<file path="config.mk">
export PLATFORM = sky130hd
export DESIGN_NAME = pcba_ctrl
export DESIGN_NICKNAME = d
export VERILOG_FILES = /design/src/hdl/pcba_pkg.sv /design/src/hdl/pcba_ctrl.sv
export SDC_FILE = /design/constraint.sdc
export NUM_CORES = 1
export LEC_CHECK = 0
export ABC_AREA = 1
export BUFFER_PORTS_ARGS = -buffer_cell sky130_fd_sc_hd__buf_4
export CORE_AREA = 2 2 39 41
export DETAILED_ROUTE_END_ITERATION = 16
export DIE_AREA = 0 0 41 43
export PLACE_DENSITY = 0.58
export SLEW_MARGIN = 10
export SYNTH_ARGS = -nofsm -noshare
export SYNTH_HDL_FRONTEND = slang
export SYNTH_SLANG_ARGS = --single-unit
</file>
<file path="constraint.sdc">
create_clock -name clk -period 1.4 [get_ports clk]
set_input_delay 0.28 -clock clk [delete_from_list [all_inputs] [get_ports clk]]
set_output_delay 0.28 -clock clk [all_outputs]
set_load 0.005 [all_outputs]
</file>
<file path="src/hdl/pcba_pkg.sv">
// Shared types, codes and helpers for the page color bin allocator.
`default_nettype none
package pcba_pkg;

	localparam int ACT_W       = 3;
	localparam int PAGE_W      = 20;
	localparam int ADDR_W      = 32;
	localparam int STAT_W      = 2;
	localparam int BIN_OUT_W   = 8;
	localparam int CFG_W       = 4;
	localparam int SPACE_SHIFT = 3;

	localparam logic [ACT_W-1:0] ACT_ADD_FREE  = 3'd0;
	localparam logic [ACT_W-1:0] ACT_ADD_CACHE = 3'd1;
	localparam logic [ACT_W-1:0] ACT_REM_FREE  = 3'd2;
	localparam logic [ACT_W-1:0] ACT_REM_CACHE = 3'd3;
	localparam logic [ACT_W-1:0] ACT_GET_FREE  = 3'd4;
	localparam logic [ACT_W-1:0] ACT_GET_CACHE = 3'd5;

	localparam logic [STAT_W-1:0] STAT_OK    = 2'd0;
	localparam logic [STAT_W-1:0] STAT_NONE  = 2'd1;
	localparam logic [STAT_W-1:0] STAT_EMPTY = 2'd2;

	typedef struct packed {
		logic [ACT_W-1:0]  action;
		logic [PAGE_W-1:0] page_number;
		logic [ADDR_W-1:0] space_handle;
		logic [ADDR_W-1:0] virtual_address;
		logic              match_color;
	} in_word_t;

	typedef struct packed {
		logic [STAT_W-1:0]    status;
		logic [BIN_OUT_W-1:0] bin_index;
	} out_word_t;

	typedef enum logic [2:0] {
		ST_IDLE,
		ST_DECODE,
		ST_SCAN,
		ST_UPDATE,
		ST_FINISH
	} state_t;

	typedef enum logic [1:0] {
		BIN_HOLD,
		BIN_PAGE,
		BIN_TARGET,
		BIN_FOUND
	} bin_sel_t;

	typedef enum logic [1:0] {
		RES_ZERO,
		RES_MISS,
		RES_UPD
	} res_sel_t;

	typedef struct packed {
		logic     load_item;
		bin_sel_t bin_sel;
		logic     rd_en;
		logic     scan_start;
		logic     scan_step;
		logic     wr_en;
		logic     res_set;
		res_sel_t res_sel;
		logic     load_out;
	} cmd_t;

	typedef struct packed {
		logic [ACT_W-1:0] act;
		logic             tgt_ne;
		logic             match;
		logic             hit;
		logic             last;
	} sts_t;

	function automatic logic act_is_add(input logic [ACT_W-1:0] act);
		return (act == ACT_ADD_FREE) || (act == ACT_ADD_CACHE);
	endfunction

	function automatic logic act_is_rem(input logic [ACT_W-1:0] act);
		return (act == ACT_REM_FREE) || (act == ACT_REM_CACHE);
	endfunction

	function automatic logic act_is_get(input logic [ACT_W-1:0] act);
		return (act == ACT_GET_FREE) || (act == ACT_GET_CACHE);
	endfunction

endpackage
`default_nettype wire

</file>
<file path="src/hdl/pcba_ctrl.sv">
// Sequencing state machine: handshakes, probe order and datapath commands.
`default_nettype none
module pcba_ctrl (
	input  wire logic          clk,
	input  wire logic          arst_n,
	input  wire logic          in_valid,
	output logic               in_stall,
	output logic               out_valid,
	input  wire logic          out_stall,
	input  wire pcba_pkg::sts_t sts,
	output pcba_pkg::cmd_t     cmd
);
	import pcba_pkg::*;

	state_t state_q, state_d;
	logic   out_valid_q;

	always_ff @(posedge clk or negedge arst_n) begin
		if (!arst_n) begin
			state_q     <= ST_IDLE;
			out_valid_q <= 1'b0;
		end else begin
			state_q <= state_d;
			if (cmd.load_out)
				out_valid_q <= 1'b1;
			else if (!out_stall)
				out_valid_q <= 1'b0;
		end
	end

	always_comb begin
		state_d = state_q;
		cmd     = '0;
		case (state_q)
			ST_IDLE: begin
				if (in_valid) begin
					cmd.load_item = 1'b1;
					state_d       = ST_DECODE;
				end
			end
			ST_DECODE: begin
				if (act_is_add(sts.act) || act_is_rem(sts.act)) begin
					cmd.bin_sel = BIN_PAGE;
					cmd.rd_en   = 1'b1;
					state_d     = ST_UPDATE;
				end else if (act_is_get(sts.act)) begin
					if (sts.tgt_ne) begin
						cmd.bin_sel = BIN_TARGET;
						cmd.rd_en   = 1'b1;
						state_d     = ST_UPDATE;
					end else if (sts.match) begin
						cmd.res_set = 1'b1;
						cmd.res_sel = RES_MISS;
						state_d     = ST_FINISH;
					end else begin
						cmd.scan_start = 1'b1;
						state_d        = ST_SCAN;
					end
				end else begin
					cmd.res_set = 1'b1;
					cmd.res_sel = RES_ZERO;
					state_d     = ST_FINISH;
				end
			end
			ST_SCAN: begin
				if (sts.hit) begin
					cmd.bin_sel = BIN_FOUND;
					cmd.rd_en   = 1'b1;
					state_d     = ST_UPDATE;
				end else if (sts.last) begin
					cmd.res_set = 1'b1;
					cmd.res_sel = RES_MISS;
					state_d     = ST_FINISH;
				end else begin
					cmd.scan_step = 1'b1;
				end
			end
			ST_UPDATE: begin
				cmd.wr_en   = 1'b1;
				cmd.res_set = 1'b1;
				cmd.res_sel = RES_UPD;
				state_d     = ST_FINISH;
			end
			ST_FINISH: begin
				if (!out_valid_q || !out_stall) begin
					cmd.load_out = 1'b1;
					state_d      = ST_IDLE;
				end
			end
			default: begin
				state_d = ST_IDLE;
			end
		endcase
	end

	assign in_stall  = (state_q != ST_IDLE);
	assign out_valid = out_valid_q;

endmodule
`default_nettype wire

</file>
==> results.ini <==
[grt]
gr-usage-all-layers_pct = 12.4
grt_max_degree = 6
grt_antenna_before_repair = 0
aggregate_global_routing_overflow = 0
grt_first_pass_wirelength_mm = 1.46
first_global_vias = 394

[die]
io_pins = 24
floorplan.die_area_mm2 = 0.00176
fp.dieH_um = 43
dieWidth_um = 41
initial_core_util_pct = 26.2
core_mm2 = 0.00138
placementRows = 14

[timing]
hold_violations = 0
fmaxAchievable_mhz = 654
finalSetupViolations = 9
slew_at_the_pin_closest_to_its_max_slew_limit_ns = 0.244
number_of_pins_with_negative_max_slew_slack_in_the_final_report = 0
post-route-min-period_ns = 1.53
final.setup_skew_ns = 0.000229
worst_slack_ns = -0.129
timing.max_slew.rel_slack_pct = 83.6
fin_crit_sh_pct = 109
grt_setup_unrepaired = true

[finish]
final_area_um2 = 651
most-common-layout-cells = buf_4 (26), nand2_1 (14), inv_1 (10), nand3_1 (6), nor2_1 (4)
final_core_util_pct = 47.0
finish.net_count = 99
area_growth_pct = 79.3
antennaDiodeCount = 0
layout-drive-gt1-share_pct = 50.0
final_common_cell = buf_4
final.fill_count = 157

[pwr]
intPower_mw = 0.612
ir_drop_mv = 0.632
power.share.combinational_pct = 64.3
switching_share_pct = 42.7
pwr-share-seq_pct = 22.8
power_frac_clock_pct = 13.0
pwr_density_cell_mw_per_mm2 = 1640
power.switching_mw = 0.457
leakage_power_nw = 0.378

[place]
number_of_port_buffers = 22
dpl-instance-area_um2 = 548
globalplace.congestion = 0.732
place_hpwl_um = 724

[synthesis]
synth_top_family_by_area = simple AND/OR/NAND/NOR gates
share_of_the_synthesized_area_in_compound_gates_ao_oa_aoi_oai_pct = 9.66
synth.cell_area_um2 = 363
synth_simple_gate_area_share_pct = 51.4
synth_cell_type_count = 16
synth.net_count = 66
postSynthRegisterBits = 4
yosysWarnings = 0
synthMuxAreaShare_pct = 0
xor_xnor_fraction_of_synth_area_pct = 0
post_synthesis_adder_cell_area_fraction_pct = 0
synth-seq-area-share_pct = 27.6
post_synth_inst_count = 55
synth_area_per_cell_um2 = 6.60

[clock_network]
tritoncts_num_sinks = 4
cts-root-buf = clkbuf_4
worst_setup_hold_path_clk_slew_ns = 0.04
tritoncts = done
insertion_delay_ns = 0.23
cts_max_path_buffers = 2
cts_made_buffers = 3
cts_htree_levels = 1

[setup_path]
arrival_ns = 1.25
setup.worst_path.class = reg -> out
critical_path.endpoint_type = output port
cp.required_ns = 1.12
worst-path-max-fanout = 4
critical_path.startpoint_type = register

[worst_hold_path]
worstHoldPathType = in -> reg

[detailed_routing]
drtAntennaViolNets = 0
drt-initial-drc-count = 5
route.vias.total = 446
detail_route.wirelength_um = 887
dr.pass1.iters = 2
route.detailed.wl_per_inst_um = 8.70
viasPerCell = 4.37
route.detailed.drc = 0

[outcome]
violations_in_the_final_reports = setup timing
status = finished, violations left

[job]
timing.max_cap.violations = 0

[cell usage after synthesis]
| master | number | area, µm² |
|---|---|---|
| or2_1 | 1 | 6.26 |
| nor2_4 | 2 | 22.5 |
| nor2_1 | 5 | 18.8 |
| nor2_2 | 1 | 6.26 |
| nand2_1 | 14 | 52.6 |
| dfrtp_1 | 4 | 100 |
| nor3_2 | 1 | 10.0 |
| inv_2 | 1 | 3.75 |
| o21ai_0 | 2 | 10.0 |
| nand3_1 | 6 | 30.0 |
| o21ai_2 | 2 | 17.5 |
| nand2_2 | 2 | 12.5 |
| o31ai_1 | 1 | 7.51 |
| inv_1 | 10 | 37.5 |
| nand3_2 | 2 | 20.0 |
| nand3b_1 | 1 | 7.51 |
[cell families (layout without fill, tap and decap cells)]
family	after synthesis	after routing
flip-flops	4	4
buffers and inverters	11	42
AND/OR/NAND/NOR	35	35
AO/OA/AOI/OAI	5	5
[worst max-delay path, stage by stage (launching register included)]
cell and delay [ns]:
dfrtp_1 0.39, inv_2 0.10, nand2_4 0.06, nor2_4 0.14, nand3_4 0.10, o21ai_2 0.12, buf_4 0.12
[power groups by stage]
stage               clock network (mW)  registers [mW]  logic, mW
finish                           0.139           0.243      0.687
detailed placement                   0           0.234      0.578
CTS                              0.145           0.235      0.681
global placement                     0           0.231      0.572
floorplan                            0           0.220      0.330
global route                     0.163           0.254      0.765
[routing by layer]
layer | global-route usage (%) | vias to the layer above | wire length (µm) | part of all wire [%]
met4 | 8.00 | 0 | 0 | 0
met2 | 20.0 | 12 | 456 | 51
met1 | 13.4 | 200 | 386 | 44
met3 | 3.14 | 0 | 43 | 4.8
li1 | - | 234 | - | -
met5 | 0 | - | 0 | 0
[path summary, 6_finish.rpt]
check,start,to,slack (ns),cells after the start
worst max register to register,state_q[0],state_q[1],0.15,6
worst max-delay path,state_q[1],cmd[1],-0.13,6
worst min register to register,out_valid,out_valid,0.51,2
min in group asynchronous,arst_n,state_q[0],0.39,2
worst min-delay path,out_stall,out_valid,0.28,3
max in group asynchronous,arst_n,state_q[2],0.90,2
[through the flow]
stage               hold WS [ns]  setup slack (ns)  instances  power, mW  TNS [ns]
floorplan                -0.0156             0.233         55      0.549         0
global placement          0.0771            0.0664         93      0.803         0
detailed placement        0.0778            0.0613         93      0.813         0
CTS                        0.275            -0.135        101       1.06    -0.939
global route               0.296            -0.217        102       1.18     -1.63
finish                     0.276            -0.129        102       1.07    -0.677
[timing repair]
action,in CTS,in global routing
pin swaps,3,1
gates resized for setup,5,2
buffers inserted,4,1
endpoints found under the hold margin,4,0
hold buffers,1,0
endpoints found under the setup margin,12,12
[sequential cells by signal, indices dropped and copies added (netlist names)]
register,flops
state_q,3
out_valid,1
[area by class of cell]
type	instances	area [µm²]	share of cell area, %
sequential	4	101	15.6
timing repair buffer	28	216	33.3
inverter	11	41.3	6.35
multi-input combinational	40	249	38.3
clock buffer	3	22.5	3.46
tap	16	20.0	3.08
(Power assumes the default switching activity.)
